[src/rtl/core/icadf_pkg.sv]
// Shared types and constants for the IPv4 CIDR allow/deny filter.
// No dependencies; imported by the controller, datapath and top level.
package icadf_pkg;

  localparam int ADDR_W             = 32;
  localparam int PLEN_W             = 6;
  localparam int CMD_W              = 2;
  localparam int STATUS_W           = 2;
  localparam int RULE_DEPTH_DEFAULT = 16;

  localparam logic [PLEN_W-1:0] PLEN_MAX = PLEN_W'(ADDR_W);

  localparam logic [CMD_W-1:0] CMD_ADD_ALLOW = 2'd0;
  localparam logic [CMD_W-1:0] CMD_ADD_DENY  = 2'd1;
  localparam logic [CMD_W-1:0] CMD_CHECK     = 2'd2;

  localparam logic [STATUS_W-1:0] ST_ADDED      = 2'd0;
  localparam logic [STATUS_W-1:0] ST_PRESENT    = 2'd1;
  localparam logic [STATUS_W-1:0] ST_FULL       = 2'd2;
  localparam logic [STATUS_W-1:0] ST_BAD_PREFIX = 2'd3;

  typedef enum logic [2:0] {
    S_IDLE,
    S_DECODE,
    S_SCAN_ADD,
    S_SCAN_ALLOW,
    S_SCAN_DENY,
    S_EMIT
  } state_t;

  typedef struct packed {
    logic                load;
    logic                scan_start;
    logic                scan_sel;
    logic                scan_en;
    logic                write;
    logic                res_load;
    logic                res_default;
    logic                res_allowed;
    logic [STATUS_W-1:0] res_status;
    logic                emit;
  } ctl_t;

  typedef struct packed {
    logic [CMD_W-1:0] cmd;
    logic             bad_prefix;
    logic             match;
    logic             done;
    logic             full;
  } sts_t;

endpackage

[src/rtl/core/icadf_ctrl.sv]
// Sequencer for the CIDR filter: decode, rule scans, result hand-off.
// Depends on icadf_pkg.
module icadf_ctrl (
  input  logic               clk,
  input  logic               rst,
  input  logic               in_valid,
  output logic               in_ready,
  output logic               out_valid,
  input  logic               out_ready,
  input  icadf_pkg::sts_t    sts,
  output icadf_pkg::ctl_t    ctl
);
  import icadf_pkg::*;

  state_t state;
  state_t state_next;
  logic   out_valid_next;

  always_ff @(posedge clk) begin
    if (rst) begin
      state     <= S_IDLE;
      out_valid <= 1'b0;
    end else begin
      state     <= state_next;
      out_valid <= out_valid_next;
    end
  end

  always_comb begin
    state_next = state;
    ctl        = '0;
    in_ready   = (state == S_IDLE);
    case (state)
      S_IDLE: begin
        if (in_valid) begin
          ctl.load   = 1'b1;
          state_next = S_DECODE;
        end
      end
      S_DECODE: begin
        if (sts.cmd == CMD_CHECK) begin
          ctl.scan_start = 1'b1;
          ctl.scan_sel   = 1'b0;
          state_next     = S_SCAN_ALLOW;
        end else if (sts.cmd == CMD_ADD_ALLOW || sts.cmd == CMD_ADD_DENY) begin
          if (sts.bad_prefix) begin
            ctl.res_load   = 1'b1;
            ctl.res_status = ST_BAD_PREFIX;
            state_next     = S_EMIT;
          end else begin
            ctl.scan_start = 1'b1;
            ctl.scan_sel   = (sts.cmd == CMD_ADD_DENY);
            state_next     = S_SCAN_ADD;
          end
        end else begin
          ctl.res_load = 1'b1;
          state_next   = S_EMIT;
        end
      end
      S_SCAN_ADD: begin
        ctl.scan_en = 1'b1;
        if (sts.match) begin
          ctl.res_load   = 1'b1;
          ctl.res_status = ST_PRESENT;
          state_next     = S_EMIT;
        end else if (sts.done) begin
          ctl.res_load = 1'b1;
          if (sts.full) begin
            ctl.res_status = ST_FULL;
          end else begin
            ctl.write      = 1'b1;
            ctl.res_status = ST_ADDED;
          end
          state_next = S_EMIT;
        end
      end
      S_SCAN_ALLOW: begin
        ctl.scan_en = 1'b1;
        if (sts.match) begin
          ctl.res_load    = 1'b1;
          ctl.res_allowed = 1'b1;
          state_next      = S_EMIT;
        end else if (sts.done) begin
          ctl.scan_start = 1'b1;
          ctl.scan_sel   = 1'b1;
          state_next     = S_SCAN_DENY;
        end
      end
      S_SCAN_DENY: begin
        ctl.scan_en = 1'b1;
        if (sts.match) begin
          ctl.res_load = 1'b1;
          state_next   = S_EMIT;
        end else if (sts.done) begin
          ctl.res_load    = 1'b1;
          ctl.res_default = 1'b1;
          state_next      = S_EMIT;
        end
      end
      S_EMIT: begin
        if (!out_valid || out_ready) begin
          ctl.emit   = 1'b1;
          state_next = S_IDLE;
        end
      end
      default: begin
        state_next = S_IDLE;
      end
    endcase
    out_valid_next = ctl.emit | (out_valid & ~out_ready);
  end

endmodule

[src/rtl/core/icadf_dp.sv]
// Datapath for the CIDR filter: command latch, rule memories, match compare,
// result and output registers. Depends on icadf_pkg.
module icadf_dp #(
  parameter int RULE_DEPTH = icadf_pkg::RULE_DEPTH_DEFAULT
) (
  input  logic                           clk,
  input  logic                           rst,
  input  icadf_pkg::ctl_t                ctl,
  output icadf_pkg::sts_t                sts,
  input  logic [icadf_pkg::CMD_W-1:0]    command,
  input  logic [icadf_pkg::ADDR_W-1:0]   address,
  input  logic [icadf_pkg::PLEN_W-1:0]   prefix_len,
  input  logic                           cfg_wr_en,
  input  logic                           cfg_wr_data,
  output logic                           allowed,
  output logic [icadf_pkg::STATUS_W-1:0] add_status
);
  import icadf_pkg::*;

  localparam int CNT_W = $clog2(RULE_DEPTH + 1);
  localparam int IDX_W = (RULE_DEPTH > 1) ? $clog2(RULE_DEPTH) : 1;

  logic [2*ADDR_W-1:0] allow_mem [RULE_DEPTH];
  logic [2*ADDR_W-1:0] deny_mem  [RULE_DEPTH];

  logic [CMD_W-1:0]    cmd_q;
  logic [ADDR_W-1:0]   addr_q;
  logic [ADDR_W-1:0]   mask_q;
  logic [ADDR_W-1:0]   net_q;
  logic                bad_q;
  logic [ADDR_W-1:0]   mask_in;

  logic [CNT_W-1:0]    allow_count;
  logic [CNT_W-1:0]    deny_count;
  logic [CNT_W-1:0]    cur_count;
  logic [CNT_W-1:0]    idx;
  logic                sel;
  logic                rd_vld;
  logic [2*ADDR_W-1:0] rd_data;
  logic [ADDR_W-1:0]   rd_net;
  logic [ADDR_W-1:0]   rd_mask;
  logic                issue;
  logic                hit;

  logic                default_allow;
  logic                res_allowed;
  logic [STATUS_W-1:0] res_status;

  assign mask_in   = {ADDR_W{1'b1}} << (PLEN_MAX - prefix_len);
  assign cur_count = sel ? deny_count : allow_count;
  assign issue     = ctl.scan_en && (idx < cur_count);
  assign rd_net    = rd_data[2*ADDR_W-1:ADDR_W];
  assign rd_mask   = rd_data[ADDR_W-1:0];

  always_comb begin
    if (cmd_q == CMD_CHECK) begin
      hit = ((addr_q & rd_mask) == rd_net);
    end else begin
      hit = (rd_net == net_q) && (rd_mask == mask_q);
    end
  end

  assign sts.cmd        = cmd_q;
  assign sts.bad_prefix = bad_q;
  assign sts.match      = rd_vld && hit;
  assign sts.done       = !rd_vld && !(idx < cur_count);
  assign sts.full       = (cur_count == CNT_W'(RULE_DEPTH));

  always_ff @(posedge clk) begin
    if (ctl.load) begin
      cmd_q  <= command;
      addr_q <= address;
      mask_q <= mask_in;
      net_q  <= address & mask_in;
      bad_q  <= (prefix_len > PLEN_MAX);
    end
  end

  always_ff @(posedge clk) begin
    if (rst) begin
      idx    <= '0;
      rd_vld <= 1'b0;
      sel    <= 1'b0;
    end else if (ctl.scan_start) begin
      idx    <= '0;
      rd_vld <= 1'b0;
      sel    <= ctl.scan_sel;
    end else if (ctl.scan_en) begin
      rd_vld <= issue;
      if (issue) begin
        idx <= idx + 1'b1;
      end
    end
  end

  always_ff @(posedge clk) begin
    if (issue) begin
      rd_data <= sel ? deny_mem[idx[IDX_W-1:0]] : allow_mem[idx[IDX_W-1:0]];
    end
    if (ctl.write && !sel) begin
      allow_mem[allow_count[IDX_W-1:0]] <= {net_q, mask_q};
    end
    if (ctl.write && sel) begin
      deny_mem[deny_count[IDX_W-1:0]] <= {net_q, mask_q};
    end
  end

  always_ff @(posedge clk) begin
    if (rst) begin
      allow_count   <= '0;
      deny_count    <= '0;
      default_allow <= 1'b1;
    end else begin
      if (ctl.write && !sel) begin
        allow_count <= allow_count + 1'b1;
      end
      if (ctl.write && sel) begin
        deny_count <= deny_count + 1'b1;
      end
      if (cfg_wr_en) begin
        default_allow <= cfg_wr_data;
      end
    end
  end

  always_ff @(posedge clk) begin
    if (ctl.res_load) begin
      res_allowed <= ctl.res_default ? default_allow : ctl.res_allowed;
      res_status  <= ctl.res_status;
    end
    if (ctl.emit) begin
      allowed    <= res_allowed;
      add_status <= res_status;
    end
  end

endmodule

[src/rtl/core/ip_cidr_allow_deny_filter_unit.sv]
// IPv4 CIDR allow/deny filter: one result per command, one command at a time.
// An add scans its target list, a check scans the allow list and then the deny list;
// an invalid prefix on an add or an unused command goes straight to the result. A scan
// reads one list entry per cycle and stops early on a hit. A new command is taken while
// the previous result waits; its own result is held until that one is taken by out_ready.
// Sync reset empties lists, default_allow=1.
module ip_cidr_allow_deny_filter_unit #(
  parameter int RULE_DEPTH = icadf_pkg::RULE_DEPTH_DEFAULT
) (
  input  logic                           clk,
  input  logic                           rst,
  input  logic                           in_valid,
  output logic                           in_ready,
  input  logic [icadf_pkg::CMD_W-1:0]    command,
  input  logic [icadf_pkg::ADDR_W-1:0]   address,
  input  logic [icadf_pkg::PLEN_W-1:0]   prefix_len,
  output logic                           out_valid,
  input  logic                           out_ready,
  output logic                           allowed,
  output logic [icadf_pkg::STATUS_W-1:0] add_status,
  input  logic                           cfg_wr_en,
  input  logic                           cfg_wr_data
);
  import icadf_pkg::*;

  ctl_t ctl;
  sts_t sts;

  icadf_ctrl u_ctrl (
    .clk       (clk),
    .rst       (rst),
    .in_valid  (in_valid),
    .in_ready  (in_ready),
    .out_valid (out_valid),
    .out_ready (out_ready),
    .sts       (sts),
    .ctl       (ctl)
  );

  icadf_dp #(
    .RULE_DEPTH (RULE_DEPTH)
  ) u_dp (
    .clk         (clk),
    .rst         (rst),
    .ctl         (ctl),
    .sts         (sts),
    .command     (command),
    .address     (address),
    .prefix_len  (prefix_len),
    .cfg_wr_en   (cfg_wr_en),
    .cfg_wr_data (cfg_wr_data),
    .allowed     (allowed),
    .add_status  (add_status)
  );

endmodule

[config.mk]
export PLATFORM = sky130hd
export DESIGN_NAME = ip_cidr_allow_deny_filter_unit
export DESIGN_NICKNAME = d
export VERILOG_FILES = /design/src/rtl/core/icadf_pkg.sv /design/src/rtl/core/icadf_ctrl.sv /design/src/rtl/core/icadf_dp.sv /design/src/rtl/core/ip_cidr_allow_deny_filter_unit.sv
export SDC_FILE = /design/constraint.sdc
export NUM_CORES = 2
export LEC_CHECK = 0
export BUFFER_PORTS_ARGS = -buffer_cell sky130_fd_sc_hd__buf_2
export CAP_MARGIN = 10
export CORE_AREA = 2 2 539 541
export DETAILED_ROUTE_END_ITERATION = 10
export DIE_AREA = 0 0 541 543
export PLACE_DENSITY = 0.55
export SYNTH_ARGS = -nofsm -noshare
export SYNTH_HDL_FRONTEND = slang
export SYNTH_SLANG_ARGS = --single-unit
[constraint.sdc]
create_clock -name clk -period 7.1 [get_ports clk]
set_input_delay 1.775 -clock clk [delete_from_list [all_inputs] [get_ports clk]]
set_output_delay 1.775 -clock clk [all_outputs]
set_load 0.05 [all_outputs]
### Word level (Yosys, flattened, before mapping)

Memories as Yosys holds them, arrays and structs flattened. A register that Yosys moved wholly into a read port is not among the register bits.
Index checks and enable logic that the tools add are counted.

| cells by class | value |
|---|---|
| $add $sub $neg | 4 |
| multiply operators | 0 |
| divide/modulo/power cells | 0 |
| order comparisons | 2 |
| eq/ne operators | 15 |
| shift operators | 1 |
| multiplexer cells | 54 |
| bitwise operators | 5 |
| reduce and logical (&&, ||, !) cells | 19 |

Operators with widths:

| cell | number |
|---|---|
| 32-bit == test | 3 |
| 32-bit bitwise AND | 2 |
| 64-bit 2-to-1 mux | 1 |
| 32-bit by 6-bit left shift with 32-bit output, first input constant | 1 |
| 3-bit 2-to-1 mux | 9 |
| 2-bit 2-to-1 mux | 12 |
| 1-bit 2-to-1 mux | 23 |
| 4-bit 2-to-1 mux | 4 |
| 5-bit by 1-bit adder with 5-bit output, second input constant | 3 |
| 3-bit one-hot mux with 5 select lines | 1 |
| 2-bit one-hot mux with 2 select lines | 2 |
| 3-bit by 2-bit == test with 1-bit output, second input constant | 2 |
| 3-bit == test, second input constant | 2 |
| 6-bit greater-than comparator, second input constant | 1 |
| 1-bit logical AND | 6 |
| 6-bit subtractor, first input constant | 1 |
| 5-bit == test, second input constant | 1 |
| 5-bit < comparator | 1 |
| 5-bit 2-to-1 mux | 1 |
| 1-bit logical NOT | 4 |
| 1-bit one-hot mux with 4 select lines | 1 |
| 4-bit AND reduction | 1 |
| 2-bit OR reduction | 2 |
| 3-bit by 1-bit == test with 1-bit output, second input constant | 1 |
| 14 further kinds | 15 |

| word-level totals | value |
|---|---|
| flip-flop bits (word level) | 191 |
| latch bits | 0 |
| RAM bits | 2048 |
| bits in read-only memories | 0 |
| input bits | 46 |
| output and inout bits | 5 |
| logic and storage cells | 120 |
| memories kept | 2 |

Memory list:

| memory | words | bits a word | read ports | clocked after memory_dff | wr ports | line | RTL |
|---|---|---|---|---|---|---|---|
| u_dp.allow_mem | 16 | 64 | 1 | 1 | 1 | icadf_dp.sv:23 | `logic [2*ADDR_W-1:0] allow_mem [RULE_DEPTH];` |
| u_dp.deny_mem | 16 | 64 | 1 | 1 | 1 | icadf_dp.sv:24 | `logic [2*ADDR_W-1:0] deny_mem [RULE_DEPTH];` |

### Longest topological paths before layout

| logic depth | value |
|---|---|
| word-level depth | 10 |
| depth in mapped cells | 11 |
| gate-level depth less buffers | 10 |

### Hierarchy

From an unflattened synthesis, not the netlist that was laid out.

| second synthesis, totals | value |
|---|---|
| cell total of the unflattened synthesis | 3941 |
| area total of the unflattened synthesis | 86469.2 sq um |

Modules (own cells, without submodules):

| module | times used | cells each | area an instance (sq um) | seq. area each (sq um) |
|---|---|---|---|---|
| icadf_dp | 1 | 3882 | 86063.8 | 67014.3 |
| icadf_ctrl | 1 | 59 | 405.4 | 80.1 |

### Worst setup path before layout

OpenSTA, ideal clock, no wires.

| timing path | value |
|---|---|
| path kind | flip-flop to flip-flop |
| start | register u_dp.deny_count[3] |
| end | memory u_dp.deny_mem[2][0] (netlist bit), enable pin |
| setup time | 0.564 ns |
| arrival time | 6.450 ns |
| data required time | 6.536 ns |
| path slack | 0.085 ns |
| stages on the path, launching flop included | 10 |
| buffers on the path | 1 |
| clock period less this slack | 7.015 ns |
| cell sequence | dfxtp_1 -> clkbuf_1 -> mux2i_1 -> ha_1 -> o211ai_1 -> a211oi_2 -> o21ai_2 -> nor4b_4 -> nand2_1 -> nor3_1 |

| on the way | value |
|---|---|
| word-level cells in the longest chain between the ends | 10 |
| elaborated cells on any way between the ends | 12 |
| classes of those cells | order compare: 1; eq/ne: 1; mux: 7; reduce/logical: 3 |

Ends and longest elaborated chain:

| item | line | RTL |
|---|---|---|
| start, declared | icadf_dp.sv:34 | `logic [CNT_W-1:0] deny_count;` |
| start signal, assigned | icadf_dp.sv:118 | `deny_count <= deny_count + 1'b1;` |
| 5-bit 2-to-1 mux | icadf_dp.sv:50 | `assign cur_count = sel ? deny_count : allow_count;` |
| 5-bit < comparator | icadf_dp.sv:66 | `assign sts.done = !rd_vld && !(idx < cur_count);` |
| 1-bit logical NOT | icadf_dp.sv:66 |  |
| 1-bit logical AND | icadf_dp.sv:66 |  |
| 2-bit 2-to-1 mux | icadf_ctrl.sv:66 | `end else if (sts.done) begin` |
| 1-bit 2-to-1 mux | icadf_ctrl.sv:62 | `if (sts.match) begin` |
| 1-bit 2-to-1 mux | icadf_ctrl.sv:33 | `case (state)` |
| 1-bit logical AND | icadf_dp.sv:103 | `if (ctl.write && sel) begin` |
| 1-bit 2-to-1 mux | icadf_dp.sv:103 |  |
| 1-bit 2-to-1 mux (not written as such) | icadf_dp.sv:104 | `deny_mem[deny_count[IDX_W-1:0]] <= {net_q, mask_q};` |
| end, declared | icadf_dp.sv:24 |  |

Several ways; a longest one is shown, not always the timed one.

### Final worst setup path

| timing path | value |
|---|---|
| start | register u_dp.sel |
| end | memory u_dp.deny_mem[10][45] (netlist bit), enable pin |

| on the way | value |
|---|---|
| word-level cells in the longest chain between the ends | 10 |
| elaborated cells on any way between the ends | 12 |
| classes of those cells | order compare: 1; eq/ne: 1; mux: 7; reduce/logical: 3 |

Ends and longest elaborated chain:

| item | line | RTL |
|---|---|---|
| start, declared | icadf_dp.sv:37 | `logic sel;` |
| start signal, assigned | icadf_dp.sv:87 | `sel <= ctl.scan_sel;` |
| 5-bit 2-to-1 mux | icadf_dp.sv:50 |  |
| 5-bit < comparator | icadf_dp.sv:66 |  |
| 1-bit logical NOT | icadf_dp.sv:66 |  |
| 1-bit logical AND | icadf_dp.sv:66 |  |
| 2-bit 2-to-1 mux | icadf_ctrl.sv:66 |  |
| 1-bit 2-to-1 mux | icadf_ctrl.sv:62 |  |
| 1-bit 2-to-1 mux | icadf_ctrl.sv:33 |  |
| 1-bit logical AND (*) | icadf_dp.sv:103 |  |
| 1-bit 2-to-1 mux (*) | icadf_dp.sv:103 |  |
| 1-bit 2-to-1 mux (not written as such) (*) | icadf_dp.sv:104 |  |

Every way passes the cells marked *; elsewhere a longest branch is shown, timed or not.

==> reports/results.ini <==
[cells_and_area]
most-common-layout-cells=edfxtp_1, mux4_2, clkbuf_16
drive_above_1_share_pct=30.8
layout_commonest_cell=edfxtp_1
area_growth_syn_to_layout_pct=15.0
fin_cells=7793
nets=3882

[worst_setup_path]
cp_top_family=buffers and inverters
cp.arrival_ns=5.16
path_cells=mux2i_1, ha_1, o211ai_1, a211oi_2, o21ai_2, nor4b_4, nand2_1, nor2_4, buf_4, buf_4
r2r_slack_ns=2.40
worst-path-max-fanout=44
critPathKind=reg2reg
crit_top_cell=buf_4
slowest_stage=dfxtp_4
cp_num_buf_inv=2
crit_required_ns=7.57
critical_path.max_stage_delay_ns=0.86
worst_setup_path_end_kind=flop
critPathLaunchType=flop

[routing]
drtIter0Drc=4348
vias=38644
drt_first_pass_iters=6
wirelength_mm=221
final_antenna_net_count=0
via_per_inst=4.96
drc_errors=0
wire_per_inst_um=28.4

[die]
num_io_pins=51
die-area_um2=294000
die_h_um=543
rows=197
die_x_um=541
start_util_pct=29.9
core_area_um2=287000

[clock_network]
cts_resized=0
tritoncts=yes
cts_hold_buf=0
root_buffer=clkbuf_16
clockBufferDepth=4
cts_sinks=2243
clkSlewWorstSetupHoldPaths_ns=0.07
cts_setup_buffers=0
htree_levels=4
clk_latency_ns=0.87
numCtsBuffers=219

[pwr]
p_leak_nw=29.3
power_density_nw_per_um2=297
ir_drop_mv=0.176

[synthesis]
syn_inst=3576
synthTopCellsByArea=edfxtp_1, mux4_2, mux2_2
ys_types=57
syn_nets=3639
synth.top_cell.area_share_pct=77.5
synth_edf_count=2217
yosysSeqAreaShare_pct=78.1
syn_area_per_cell_um2=24.0
ys.flop_type=edfxtp_1
synth-seq-cells=2243
async_flop_share_pct=0
synth_warnings=0
synth_top_area_cell=edfxtp_1
synth_area_um2=85900

[outcome]
outcome=complete, no violations

[place]
port_buffers=50
dp.final_hpwl_mm=126
gp_congestion=0.820
dp.cells=7374
place_ws_ns=2.39

[timing]
fin_crit_ns=4.70
setup-violations-final=0
slew_headroom_pct=16.8
fin_skew_ns=0.0432
max_freq_mhz=213
worst_pin_slew_ns=1.25
hold_viol=0
rsz0062_at_grt=false
finalWorstSetupSlack_ns=2.40
setup_tns_ns=0
drv_slew=0
fin_crit_sh_pct=66.1

[global_route]
grt_max_degree=116
grt_pass1_vias=39554
antenna_found_initial=14
grt.total_usage_pct=14.9
gr-total-overflow=0
grt_pass1_wl_mm=311

[run]
cap_violations=0

[worst_hold_path]
hold_path_class=reg2reg

-- sequential cells by signal, summed over array words and instances (netlist names), named ones only --
signal              count
u_dp.allow_mem       1024
u_ctrl.state            3
u_dp.idx                5
u_ctrl.out_valid        1
u_dp.default_allow      1
u_dp.allowed            1
u_dp.deny_count         5
u_dp.addr_q            32
u_dp.res_status         2
u_dp.rd_data           64
u_dp.add_status         2
u_dp.cmd_q              2
u_dp.allow_count        5
u_dp.rd_vld             1
u_dp.net_q             32
u_dp.deny_mem        1024
u_dp.mask_q            32
u_dp.res_allowed        1
u_dp.bad_q              1
u_dp.sel                1
-- where the power goes --
part	switching, mW	total [mW]	internal (mW)	leakage (nW)
Sequential	0.350	15.9	15.5	20.3
Clock	4.93	11.5	6.55	3.39
Combinational	1.42	1.94	0.518	5.66
Total	6.70	29.3	22.6	29.3
-- cell families (layout without fill, tap and decap cells) --
kind of cell,after synthesis,after routing,synth area share (%)
other cells,0,16,0
simple gates,259,259,1.57
mux,711,711,17.7
flops,2243,2243,78.1
buf+inv,191,611,0.919
fa+ha+maj,17,17,0.248
xor+xnor,93,93,0.948
compound gates,62,62,0.478
-- Yosys cell counts (2+ instances only) --
cell type	instances
a211oi_1	2
xor2_1	75
o2111ai_1	3
o41ai_1	2
nor2b_1	17
ha_1	17
nand2b_1	20
mux4_2	640
and3_1	4
o22ai_1	2
nor4_1	12
buf_1	14
nor2_1	59
edfxtp_1	2217
buf_2	52
a21oi_1	21
or3_1	4
nor3_1	14
nand2_1	60
a2111oi_0	4
nand3_1	7
inv_1	29
clkbuf_1	95
nand4_1	18
mux2_2	64
xnor2_1	18
or4_1	3
and2_1	31
mux2i_1	6
dfxtp_1	26
o21ai_0	11
a31oi_1	3
o221ai_1	2
-- cell type report --
type / instances / area [um^2]
diodes: 16 / 40.0
flip-flops and latches: 2243 / 67100
clock buffers: 271 / 5730
clock inverters: 127 / 1240
inverters: 29 / 109
fillers: 26543 / 189000
repair buffers: 184 / 1560
well taps: 3781 / 4730
multi-input cells: 1142 / 18200
-- per-layer routing --
layer,vias up,share of wire [%],track usage (%)
li1,15784,-,-
met3,276,5.3,2.13
met4,0,2.4,3.83
met2,1199,51,25.2
met1,21385,42,20.0
met5,-,0,0
-- worst reg2reg max path, cell delays in order (launching register included) --
cell and delay (ns):
dfxtp_4 0.86, mux2i_1 0.27, ha_1 0.36, o211ai_1 0.13, a211oi_2 0.27, o21ai_2 0.15
nor4b_4 0.55, nand2_1 0.36, nor2_4 0.14, buf_4 0.55, buf_4 0.63
-- metrics by stage --
step	hold slack, ns	utilization, %	instance area (um^2)	total power [mW]
finish	0.418	34.4	98800	29.3
global route	0.435	34.4	98700	30.2
CTS	0.420	34.3	98600	29.6
detailed placement	0.405	31.9	91600	18.1
global placement	0.406	31.9	91600	18.0
floorplan	0.400	-	85900	17.0
-- final timing paths --
path | from | to | cells after the start
min reg2reg | u_dp.res_status[1] | u_dp.add_status[1] | 0
max | u_dp.sel | u_dp.deny_mem[10][45] | 10
min | u_dp.res_status[1] | u_dp.add_status[1] | 0
max reg2reg | u_dp.sel | u_dp.deny_mem[10][45] | 10
Power figures use the tool's default switching activity.
